==> config.mk <==
export PLATFORM = sky130hd
export DESIGN_NAME = rgb565_rle_frame_encoder_top_flat
export DESIGN_NICKNAME = d
export VERILOG_FILES = /design/src/rgbrle_pkg.sv /design/src/rgbrle_ifs.sv /design/src/rgbrle_core.sv /design/src/rgbrle_ser.sv /design/src/rgb565_rle_frame_encoder_top.sv /design/src/flat_wrapper.sv
export SDC_FILE = /design/constraint.sdc
export NUM_CORES = 1
export LEC_CHECK = 0
export BUFFER_PORTS_ARGS = -buffer_cell sky130_fd_sc_hd__buf_2
export CAP_MARGIN = 15
export CORE_MARGIN = 2
export CORE_UTILIZATION = 50
export CTS_BUF_LIST = sky130_fd_sc_hd__clkbuf_8
export DETAILED_ROUTE_END_ITERATION = 8
export GPL_TIMING_DRIVEN = 0
export PLACE_DENSITY = 0.75
export SYNTH_ARGS = -nofsm -noshare
export SYNTH_HDL_FRONTEND = slang
export SYNTH_SLANG_ARGS = --single-unit
==> constraint.sdc <==
create_clock -name clk -period 9.7 [get_ports clk]
set_input_delay 0.485 -clock clk [delete_from_list [all_inputs] [get_ports clk]]
set_output_delay 0.485 -clock clk [all_outputs]
set_load 0.02 [all_outputs]
==> src/rgbrle_pkg.sv <==
// shared types, constants and helpers for the rgb565 run-length frame encoder
// no dependencies

package rgbrle_pkg;

  localparam int PKT_BYTES = 9;
  localparam int CNT_W     = $clog2(PKT_BYTES + 1);
  localparam int CFG_IDX_W = 2;
  localparam int CFG_DAT_W = 16;

  localparam logic [7:0]  MAGIC       = 8'hFE;
  localparam logic [7:0]  MAX_RUN     = 8'd255;
  localparam logic        ENABLE_RST  = 1'b0;
  localparam logic [15:0] OVF_RST     = 16'd32000;
  localparam logic [15:0] TAIL_RST    = 16'd32765;
  localparam logic [9:0]  CHUNK_RST   = 10'd480;
  localparam logic [9:0]  CHUNK_MAX   = 10'd512;
  localparam logic        MODE_HEADER = 1'b0;

  typedef enum logic [CFG_IDX_W-1:0] {
    REG_ENABLE         = 2'd0,
    REG_OVERFLOW_LIMIT = 2'd1,
    REG_TAIL_LIMIT     = 2'd2,
    REG_CHUNK_SIZE     = 2'd3
  } cfg_reg_t;

  typedef struct packed {
    logic        enable;
    logic [15:0] overflow_limit;
    logic [15:0] tail_limit;
    logic [9:0]  chunk_size;
  } cfg_t;

  // bytes of one input item plus chunk/frame bookkeeping
  typedef struct packed {
    logic [PKT_BYTES-1:0][7:0] byte_arr;
    logic [CNT_W-1:0]          cnt;
    logic                      frame_end;
    logic                      pre_clear;
    logic                      post_clear;
  } pkt_t;

  function automatic logic [15:0] sat_add3(input logic [15:0] v);
    logic [16:0] s;
    s = {1'b0, v} + 17'd3;
    return s[16] ? 16'hFFFF : s[15:0];
  endfunction

endpackage

==> src/rgbrle_ifs.sv <==
// channel interfaces: pixel/header input, byte output, configuration writes
// depends on rgbrle_pkg

interface rgbrle_in_if;
  logic        valid;
  logic        ready;
  logic        mode;
  logic [15:0] region_x;
  logic [15:0] region_y;
  logic [15:0] region_w;
  logic [15:0] region_h;
  logic [15:0] pixel;

  modport src (output valid, mode, region_x, region_y, region_w, region_h, pixel,
               input ready);
  modport snk (input valid, mode, region_x, region_y, region_w, region_h, pixel,
               output ready);
endinterface

interface rgbrle_out_if;
  logic       valid;
  logic       ready;
  logic [7:0] out_byte;
  logic       chunk_end;
  logic       frame_end;
  logic       last_of_item;

  modport src (output valid, out_byte, chunk_end, frame_end, last_of_item, input ready);
  modport snk (input valid, out_byte, chunk_end, frame_end, last_of_item, output ready);
endinterface

interface rgbrle_cfg_if import rgbrle_pkg::*; ();
  logic                 valid;
  logic                 ready;
  logic [CFG_IDX_W-1:0] index;
  logic [CFG_DAT_W-1:0] data;

  modport src (output valid, index, data, input ready);
  modport snk (input valid, index, data, output ready);
endinterface

==> src/rgbrle_core.sv <==
// input register, frame/run state and per-item byte packet builder
// depends on rgbrle_pkg and rgbrle_ifs

module rgbrle_core import rgbrle_pkg::*; (
  input  logic         clk,
  input  logic         rst,
  input  cfg_t         cfg,
  rgbrle_in_if.snk     pix_in,
  output pkt_t         pkt,
  output logic         pkt_valid,
  input  logic         pkt_ready
);

  logic        in_valid;
  logic        in_mode;
  logic [15:0] in_x;
  logic [15:0] in_y;
  logic [15:0] in_w;
  logic [15:0] in_h;
  logic [15:0] in_pixel;

  logic        frame_active;
  logic        stopped_by_overflow;
  logic [15:0] run_pixel;
  logic [7:0]  run_length;
  logic [31:0] pixels_left;
  logic [15:0] bytes_emitted;

  logic        frame_active_next;
  logic        stopped_by_overflow_next;
  logic [15:0] run_pixel_next;
  logic [7:0]  run_length_next;
  logic [31:0] pixels_left_next;
  logic [15:0] bytes_emitted_next;
  pkt_t        pkt_next;
  logic        pkt_make;
  logic        advance;

  assign advance      = in_valid && (!pkt_valid || pkt_ready);
  assign pix_in.ready = !in_valid || advance;

  always_comb begin
    frame_active_next        = frame_active;
    stopped_by_overflow_next = stopped_by_overflow;
    run_pixel_next           = run_pixel;
    run_length_next          = run_length;
    pixels_left_next         = pixels_left;
    bytes_emitted_next       = bytes_emitted;
    pkt_next                 = '0;
    pkt_make                 = 1'b0;
    if (in_mode == MODE_HEADER) begin
      if (cfg.enable) begin
        pkt_next.byte_arr[0] = MAGIC;
        pkt_next.byte_arr[1] = in_x[7:0];
        pkt_next.byte_arr[2] = in_x[15:8];
        pkt_next.byte_arr[3] = in_y[7:0];
        pkt_next.byte_arr[4] = in_y[15:8];
        pkt_next.byte_arr[5] = in_w[7:0];
        pkt_next.byte_arr[6] = in_w[15:8];
        pkt_next.byte_arr[7] = in_h[7:0];
        pkt_next.byte_arr[8] = in_h[15:8];
        pkt_next.cnt         = CNT_W'(PKT_BYTES);
        pkt_next.pre_clear   = 1'b1;
        bytes_emitted_next       = 16'(PKT_BYTES);
        run_pixel_next           = '0;
        run_length_next          = '0;
        frame_active_next        = 1'b0;
        stopped_by_overflow_next = 1'b0;
        pixels_left_next         = {16'd0, in_w} * {16'd0, in_h};
        if (in_w == '0 || in_h == '0) begin
          pkt_next.frame_end  = 1'b1;
          pkt_next.post_clear = 1'b1;
        end else begin
          frame_active_next = 1'b1;
          if (16'(PKT_BYTES) > cfg.overflow_limit && 16'(PKT_BYTES) >= cfg.tail_limit) begin
            stopped_by_overflow_next = 1'b1;
            pkt_next.frame_end       = 1'b1;
            pkt_next.post_clear      = 1'b1;
          end
        end
        pkt_make = 1'b1;
      end
    end else if (frame_active) begin
      if (!stopped_by_overflow) begin
        if (run_length == '0) begin
          run_pixel_next  = in_pixel;
          run_length_next = 8'd1;
        end else if (in_pixel == run_pixel && run_length != MAX_RUN) begin
          run_length_next = run_length + 8'd1;
        end else begin
          pkt_next.byte_arr[0] = run_length;
          pkt_next.byte_arr[1] = run_pixel[7:0];
          pkt_next.byte_arr[2] = run_pixel[15:8];
          pkt_next.cnt         = CNT_W'(3);
          bytes_emitted_next   = sat_add3(bytes_emitted);
          run_pixel_next       = in_pixel;
          run_length_next      = 8'd1;
        end
      end
      if (pixels_left != '0) begin
        pixels_left_next = pixels_left - 32'd1;
      end
      if (!stopped_by_overflow &&
          (bytes_emitted_next > cfg.overflow_limit || pixels_left_next == '0)) begin
        if (bytes_emitted_next < cfg.tail_limit) begin
          if (pkt_next.cnt == '0) begin
            pkt_next.byte_arr[0] = run_length_next;
            pkt_next.byte_arr[1] = run_pixel_next[7:0];
            pkt_next.byte_arr[2] = run_pixel_next[15:8];
          end else begin
            pkt_next.byte_arr[3] = run_length_next;
            pkt_next.byte_arr[4] = run_pixel_next[7:0];
            pkt_next.byte_arr[5] = run_pixel_next[15:8];
          end
          pkt_next.cnt       = pkt_next.cnt + CNT_W'(3);
          bytes_emitted_next = sat_add3(bytes_emitted_next);
        end
        run_length_next          = '0;
        pkt_next.frame_end       = 1'b1;
        pkt_next.post_clear      = 1'b1;
        stopped_by_overflow_next = 1'b1;
      end
      if (pixels_left_next == '0) begin
        frame_active_next        = 1'b0;
        stopped_by_overflow_next = 1'b0;
        run_length_next          = '0;
      end
      pkt_make = (pkt_next.cnt != '0) || pkt_next.post_clear;
    end
  end

  always_ff @(posedge clk) begin
    if (rst) begin
      in_valid            <= 1'b0;
      pkt_valid           <= 1'b0;
      frame_active        <= 1'b0;
      stopped_by_overflow <= 1'b0;
      run_pixel           <= '0;
      run_length          <= '0;
      pixels_left         <= '0;
      bytes_emitted       <= '0;
    end else begin
      if (pix_in.ready) begin
        in_valid <= pix_in.valid;
      end
      if (advance) begin
        pkt_valid           <= pkt_make;
        frame_active        <= frame_active_next;
        stopped_by_overflow <= stopped_by_overflow_next;
        run_pixel           <= run_pixel_next;
        run_length          <= run_length_next;
        pixels_left         <= pixels_left_next;
        bytes_emitted       <= bytes_emitted_next;
      end else if (pkt_ready) begin
        pkt_valid <= 1'b0;
      end
    end
  end

  always_ff @(posedge clk) begin
    if (pix_in.valid && pix_in.ready) begin
      in_mode  <= pix_in.mode;
      in_x     <= pix_in.region_x;
      in_y     <= pix_in.region_y;
      in_w     <= pix_in.region_w;
      in_h     <= pix_in.region_h;
      in_pixel <= pix_in.pixel;
    end
    if (advance && pkt_make) begin
      pkt <= pkt_next;
    end
  end

  assert property (@(posedge clk) disable iff (rst) !frame_active |-> run_length == '0)
    else $error("open run outside a frame");
  assert property (@(posedge clk) disable iff (rst) stopped_by_overflow |-> frame_active)
    else $error("overflow stop without an active frame");
  assert property (@(posedge clk) disable iff (rst)
    pkt_valid && !pkt_ready |=> pkt_valid && $stable(pkt))
    else $error("packet changed while waiting");

endmodule

==> src/rgbrle_ser.sv <==
// byte serializer with chunk counting and registered output stage
// depends on rgbrle_pkg and rgbrle_ifs

module rgbrle_ser import rgbrle_pkg::*; (
  input  logic     clk,
  input  logic     rst,
  input  cfg_t     cfg,
  input  pkt_t     pkt,
  input  logic     pkt_valid,
  output logic     pkt_ready,
  rgbrle_out_if.src byte_out
);

  pkt_t             work;
  logic             busy;
  logic [CNT_W-1:0] idx;
  logic [8:0]       fill;
  logic [8:0]       fill_next;
  logic             busy_next;

  logic             o_valid;
  logic [7:0]       o_byte;
  logic             o_chunk_end;
  logic             o_frame_end;
  logic             o_last;

  logic [9:0]       eff_chunk;
  logic             emit;
  logic             last;
  logic             hit;
  logic             load;

  assign byte_out.valid        = o_valid;
  assign byte_out.out_byte     = o_byte;
  assign byte_out.chunk_end    = o_chunk_end;
  assign byte_out.frame_end    = o_frame_end;
  assign byte_out.last_of_item = o_last;

  always_comb begin
    if (cfg.chunk_size == '0) begin
      eff_chunk = 10'd1;
    end else if (cfg.chunk_size > CHUNK_MAX) begin
      eff_chunk = CHUNK_MAX;
    end else begin
      eff_chunk = cfg.chunk_size;
    end
  end

  assign emit      = busy && (!o_valid || byte_out.ready);
  assign last      = (idx == work.cnt - CNT_W'(1));
  assign hit       = ({1'b0, fill} + 10'd1) >= eff_chunk;
  assign pkt_ready = !busy || (emit && last);
  assign load      = pkt_valid && pkt_ready;

  always_comb begin
    fill_next = fill;
    busy_next = busy;
    if (emit) begin
      fill_next = (hit || (last && work.post_clear)) ? '0 : fill + 9'd1;
      if (last) begin
        busy_next = 1'b0;
      end
    end
    if (load) begin
      busy_next = (pkt.cnt != '0);
      if (pkt.pre_clear || (pkt.cnt == '0 && pkt.post_clear)) begin
        fill_next = '0;
      end
    end
  end

  always_ff @(posedge clk) begin
    if (rst) begin
      busy    <= 1'b0;
      fill    <= '0;
      o_valid <= 1'b0;
    end else begin
      busy <= busy_next;
      fill <= fill_next;
      if (emit) begin
        o_valid <= 1'b1;
      end else if (byte_out.ready) begin
        o_valid <= 1'b0;
      end
    end
  end

  always_ff @(posedge clk) begin
    if (load) begin
      work <= pkt;
      idx  <= '0;
    end else if (emit) begin
      idx <= idx + CNT_W'(1);
    end
    if (emit) begin
      o_byte      <= work.byte_arr[idx];
      o_chunk_end <= hit || (last && work.frame_end);
      o_frame_end <= last && work.frame_end;
      o_last      <= last;
    end
  end

  assert property (@(posedge clk) disable iff (rst) busy |-> idx < work.cnt)
    else $error("byte index past packet length");
  assert property (@(posedge clk) disable iff (rst) load && pkt.pre_clear |=> fill == '0)
    else $error("chunk fill not cleared at frame start");
  assert property (@(posedge clk) disable iff (rst)
    pkt_valid && busy && !(emit && last) |-> !pkt_ready)
    else $error("packet taken while serializer busy");

endmodule

==> src/rgb565_rle_frame_encoder_top.sv <==
// top level of the rgb565 run-length frame encoder: config registers, core, serializer
// depends on rgbrle_pkg, rgbrle_ifs, rgbrle_core and rgbrle_ser
// path: core input and packet registers, then serializer work and output registers
// throughput: one output byte per cycle while byte_out.ready is high; bytes per item:
// header 9 (0 if disabled), pixel 0, 3 or 6; empty items one per cycle unless stalled
// reset: synchronous rst clears frame and run state, config returns to defaults

module rgb565_rle_frame_encoder_top import rgbrle_pkg::*; (
  input  logic      clk,
  input  logic      rst,
  rgbrle_cfg_if.snk cfg,
  rgbrle_in_if.snk  pix_in,
  rgbrle_out_if.src byte_out
);

  cfg_t cfg_regs;
  pkt_t pkt;
  logic pkt_valid;
  logic pkt_ready;

  assign cfg.ready = 1'b1;

  always_ff @(posedge clk) begin
    if (rst) begin
      cfg_regs.enable         <= ENABLE_RST;
      cfg_regs.overflow_limit <= OVF_RST;
      cfg_regs.tail_limit     <= TAIL_RST;
      cfg_regs.chunk_size     <= CHUNK_RST;
    end else if (cfg.valid && cfg.ready) begin
      unique case (cfg_reg_t'(cfg.index))
        REG_ENABLE:         cfg_regs.enable         <= cfg.data[0];
        REG_OVERFLOW_LIMIT: cfg_regs.overflow_limit <= cfg.data[15:0];
        REG_TAIL_LIMIT:     cfg_regs.tail_limit     <= cfg.data[15:0];
        REG_CHUNK_SIZE:     cfg_regs.chunk_size     <= cfg.data[9:0];
        default: ;
      endcase
    end
  end

  rgbrle_core u_core (
    .clk       (clk),
    .rst       (rst),
    .cfg       (cfg_regs),
    .pix_in    (pix_in),
    .pkt       (pkt),
    .pkt_valid (pkt_valid),
    .pkt_ready (pkt_ready)
  );

  rgbrle_ser u_ser (
    .clk       (clk),
    .rst       (rst),
    .cfg       (cfg_regs),
    .pkt       (pkt),
    .pkt_valid (pkt_valid),
    .pkt_ready (pkt_ready),
    .byte_out  (byte_out)
  );

endmodule
==> src/flat_wrapper.sv <==
// flat-port wrapper written by rule: the top's interface ports become plain ports
module rgb565_rle_frame_encoder_top_flat import rgbrle_pkg::*;
  (clk, rst, cfg_valid, cfg_index, cfg_data, cfg_ready, pix_in_valid, pix_in_mode, pix_in_region_x, pix_in_region_y, pix_in_region_w, pix_in_region_h, pix_in_pixel, pix_in_ready, byte_out_valid, byte_out_out_byte, byte_out_chunk_end, byte_out_frame_end, byte_out_last_of_item, byte_out_ready);
  rgbrle_cfg_if cfg_i ();
  rgbrle_in_if pix_in_i ();
  rgbrle_out_if byte_out_i ();
  input  logic clk;
  input  logic rst;
  input wire logic [$bits(cfg_i.valid)-1:0] cfg_valid;
  input wire logic [$bits(cfg_i.index)-1:0] cfg_index;
  input wire logic [$bits(cfg_i.data)-1:0] cfg_data;
  output wire logic [$bits(cfg_i.ready)-1:0] cfg_ready;
  input wire logic [$bits(pix_in_i.valid)-1:0] pix_in_valid;
  input wire logic [$bits(pix_in_i.mode)-1:0] pix_in_mode;
  input wire logic [$bits(pix_in_i.region_x)-1:0] pix_in_region_x;
  input wire logic [$bits(pix_in_i.region_y)-1:0] pix_in_region_y;
  input wire logic [$bits(pix_in_i.region_w)-1:0] pix_in_region_w;
  input wire logic [$bits(pix_in_i.region_h)-1:0] pix_in_region_h;
  input wire logic [$bits(pix_in_i.pixel)-1:0] pix_in_pixel;
  output wire logic [$bits(pix_in_i.ready)-1:0] pix_in_ready;
  output wire logic [$bits(byte_out_i.valid)-1:0] byte_out_valid;
  output wire logic [$bits(byte_out_i.out_byte)-1:0] byte_out_out_byte;
  output wire logic [$bits(byte_out_i.chunk_end)-1:0] byte_out_chunk_end;
  output wire logic [$bits(byte_out_i.frame_end)-1:0] byte_out_frame_end;
  output wire logic [$bits(byte_out_i.last_of_item)-1:0] byte_out_last_of_item;
  input wire logic [$bits(byte_out_i.ready)-1:0] byte_out_ready;
  assign cfg_i.valid = cfg_valid;
  assign cfg_i.index = cfg_index;
  assign cfg_i.data = cfg_data;
  assign cfg_ready = cfg_i.ready;
  assign pix_in_i.valid = pix_in_valid;
  assign pix_in_i.mode = pix_in_mode;
  assign pix_in_i.region_x = pix_in_region_x;
  assign pix_in_i.region_y = pix_in_region_y;
  assign pix_in_i.region_w = pix_in_region_w;
  assign pix_in_i.region_h = pix_in_region_h;
  assign pix_in_i.pixel = pix_in_pixel;
  assign pix_in_ready = pix_in_i.ready;
  assign byte_out_valid = byte_out_i.valid;
  assign byte_out_out_byte = byte_out_i.out_byte;
  assign byte_out_chunk_end = byte_out_i.chunk_end;
  assign byte_out_frame_end = byte_out_i.frame_end;
  assign byte_out_last_of_item = byte_out_i.last_of_item;
  assign byte_out_i.ready = byte_out_ready;
  rgb565_rle_frame_encoder_top u_core (.clk(clk), .rst(rst), .cfg(cfg_i), .pix_in(pix_in_i), .byte_out(byte_out_i));
endmodule
==> metrics.md <==
| Metric | Value |
|---|---|
| Period utilisation layout | `0.777` |
| Worst R2R Start | `u_core.u_core.in_w[4]$_DFFE_PP_` |
| Synth Warn # | `0` |
| Synth top area cells | `edfxtp_1 28%, fa_1 15%, dfxtp_1 10%, ha_1 7.4%, nand2_1 5.1%` |
| Crit-path leading delay family | `adder cells` |
| Die X | `~230 microns` |
| Die Ht | `234 microns` |
| Vias in the first global route | `21,521` |
| Fin nets | `3,365` |
| Critical path required time | `10,290 ps` |
| Synth Register Bits | `380` |
| Worst-Skew Late Latency | `690 ps` |
| First drt pass iteration count | `6` |
| Syn Nets | `approximately 3,100` |
| Hold Path Class | `input port to register` |
| Leakage power | `between 0.01 and 0.015 uW` |
| Hold slack | `about 42 ps` |
| Total core area | `approximately 52,000 sq um` |
| R2R setup slack | `about 2200 ps` |
| Crit path DAT | `~8100 ps` |
| CTS tree | `done` |
| Initial antenna violation count | `4` |
| IO Port Bufs | `between 100 and 150` |
| Critical-path top delay cell | `o41ai_1` |
| Hold Vio Cnt, Final | `0` |
| Reg2Reg Depth | `24` |
| DR WL/cell | `21.7 microns` |
| Grt total ovfl | `0` |
| Most frequent cells in the layout | `360 x nand2_1, 327 x inv_1, 246 x edfxtp_1` |
| RR Endpoint | `u_core.u_core.pixels_left[20]$_SDFFE_PP0P_` |
| Design Area, Final | `between 30,000 and 40,000 sq um` |
| Clock sinks | `380` |
| Clock transition at path regs | `about 80 ps` |
| CP peak stage delay | `760 ps` |
| Largest family of logic cells by synthesized area | `adder cells` |
| Worst-margin pin slew | `about 1100 ps` |
| Worst Path Buf+Inv | `6` |
| First-pass GRT wire length | `120,000 microns` |
| Final Skew | `around 34 ps` |
| Synth Area in XOR/XNOR | `0.0232` |
| Synth cell types | `between 80 and 90` |
| Pin count of the biggest net entering global routing | `80` |
| Synth Area in Simple Gates | `0.166` |
| Peak VDD IR | `0.000422 V` |
| Fin. max-slew vios | `0` |
| Share of cells above drive strength 1 | `0.0891` |
| Complex-gate fraction of the synthesized area | `0.114` |
| Root buf cell | `clkbuf_8` |
| Post-Synth Adder-Cell Area | `0.221` |
| Ports | `118` |
| Commonest non-fill, non-tap cell in the layout | `nand2_1` |
| Mean Syn Cell Area | `approximately 10 sq um` |
| Post-synth EDFFs | `246` |
| CP Launch Type | `register` |
| Clk buf depth | `3` |
| Drt drc | `0` |
| Min Tclk post-route | `7530 ps` |
| Post-synth top flop | `edfxtp_1` |
| Cell breakdown of the critical path | `clkbuf_1 > nand2_1 > fa_1 > fa_1 > inv_1 > ha_1 > inv_1 > fa_1 > inv_1 > ha_1 > inv_1 > fa_1 > inv_1 > ha_1 > nand3_1 > o211ai_1 > o41ai_1 > o311ai_0 > a21o_1 > a2111oi_0 > a41oi_1 > a21oi_1 > nor2_1 > nor3_1` |
| Drt total wl | `79,200 microns` |
| WHS Endpoint | `u_core.u_core.in_pixel[1]$_DFFE_PP_` |
| Most common cell on crit path | `inv_1` |
| Max-cap violations | `0` |
| Critical Path Fanout Max | `10` |
| H-tree Lvls | `2` |
| Die Footprint | `54,600 sq um` |
| Post-place instance area | `28,000 sq um` |
| DRT iter0 DRCs | `roughly 2,200` |
| F_max | `between 0.1 and 0.15 GHz` |
| Final Setup Violations | `0` |
| Power, Total | `between 7000 and 8000 uW` |
| Worst hold path depth | `1` |
| Critical path type | `register to register` |
| Num CTS Buffers | `a little over 60` |
| Routability-driven placement congestion ratio | `between 0.9 and 1` |
| Slew HR | `0.243` |
| Mux cell area share after synthesis | `0.0289` |
| Asr flop ratio synth | `0` |
| Vias/cell | `6.00` |
| Post-route setup TNS | `0 ps` |
| Cell accounting for the most synthesized area | `edfxtp_1` |
| Power per cell area | `259 nW/um^2` |
| Initial Util | `0.504` |
| Post-Syn Instances | `2,648` |
| Cell row count | `84` |
| Status | `finished, final reports clean` |
| RSZ-0062 raised after global routing | `no` |
| Synthesized area | `around 26,000 sq um` |
| Register area share after synthesis | `0.382` |
| Post-CTS Setup Repair Bufs | `0` |
| Yosys top cell area share | `0.280` |
| Crit. End Element | `register` |
| Hpwl dp | `roughly 59,000 microns` |
| Total track usage | `0.288` |
| Area Overhead vs Synth | `13.9%` |
| Post-DRT Antenna Nets | `0` |
| Vias after detailed routing | `21,911` |
| Hold_sp | `pix_in_pixel[1]` |
[cell usage after synthesis, drive strengths merged, types with 38 or more instances]
| master | n |
|---|---|
| nand2 | 360 |
| inv | 307 |
| edfxtp | 246 |
| fa | 194 |
| and2 | 171 |
| ha | 156 |
| a21oi | 143 |
| dfxtp | 134 |
| clkbuf | 117 |
| o21ai | 101 |
| nor2 | 98 |
| nand3 | 64 |
| xnor2 | 48 |
| nor3 | 43 |
| mux2i | 38 |
[kinds of logic after synthesis]
| kind of cell | after synthesis |
|---|---|
| adders and majority gates | 350 |
| other | 1 |
| buffers and inverters | 441 |
| xor gates and xnor gates | 70 |
| AOI/OAI and AO/OA | 460 |
| and+or+nand+nor | 890 |
| muxes | 56 |
| DFF | 380 |
[report_power, final]
part	internal, uW	total, uW	switching (uW)
sequential	1760	1820	57.9
clock	766	1450	680
combinational	1790	4510	2720
total	4320	7780	3450
[metal layers]
| layer | global-route usage | vias up | part of all wire |
|---|---|---|---|
| li1 | - | 9663 | - |
| met5 | 0 | - | 0 |
| met2 | 0.472 | 1251 | 0.47 |
| met4 | 0.139 | 0 | 0.050 |
| met1 | 0.370 | 10746 | 0.38 |
| met3 | 0.0503 | 251 | 0.093 |
[metrics by stage]
step	util	setup slack [ps]	instances
5_1_grt	0.574	1960	3653
2_1_floorplan	-	2380	2648
4_1_cts	0.574	2340	3650
3_3_place_gp	0.532	-188	3451
3_5_place_dp	0.535	2360	3457
6_report	0.574	2170	3653
[registers in the layout (all words and copies together) (netlist names), 4 cells and up]
name and cells:
u_core.u_core.pkt 77, u_core.u_core.in_pixel 16, u_core.u_core.in_w 16, u_core.u_ser.fill 9, u_core.u_core.run_pixel 16, u_core.u_ser.idx 4
u_core.u_ser.work 77, u_core.cfg_regs 43, u_core.u_core.in_x 16, u_core.u_ser.byte_out.out_byte 8, u_core.u_core.pixels_left 32, u_core.u_core.in_h 16
u_core.u_core.bytes_emitted 16, u_core.u_core.run_length 8, u_core.u_core.in_y 16
[final cells by class]
cell class | instances | area [sq um]
Antenna cell | 1 | 2.50
Buffer | 132 | 546
Clock buffer | 76 | 1050
Clock inverter | 40 | 248
Fill cell | 4322 | 22300
Inverter | 309 | 1160
Multi-Input combinational cell | 1827 | 14600
Sequential cell | 380 | 10100
Tap cell | 688 | 861
Timing Repair Buffer | 200 | 1490
[timing repair]
item,in CTS,in global routing
gates resized for setup,0,0
hold buffers,77,0
hold endpoints to repair,77,0
[how the worst max path moves through the flow]
stage	start	to	slack, ps	depth (start not counted)
after floorplan	u_core.u_core.bytes_emitted[0]$_SDFFE_PP0P_	u_core.u_core.pkt[10]$_DFFE_PP_	2380	20
after global routing	u_core.u_core.in_h[9]$_DFFE_PP_	u_core.u_core.pixels_left[20]$_SDFFE_PP0P_	1960	25
final	u_core.u_core.in_w[4]$_DFFE_PP_	u_core.u_core.pixels_left[20]$_SDFFE_PP0P_	2170	24
after CTS	u_core.u_core.in_h[8]$_DFFE_PP_	u_core.u_core.pixels_left[31]$_SDFFE_PP0P_	2340	21
after global placement	u_core.u_core.bytes_emitted[0]$_SDFFE_PP0P_	u_core.u_core.pkt[67]$_SDFFCE_PP0P_	-190	18
after detailed placement	u_core.u_core.in_h[8]$_DFFE_PP_	u_core.u_core.pixels_left[31]$_SDFFE_PP0P_	2360	21
(Power assumes the default switching activity.)
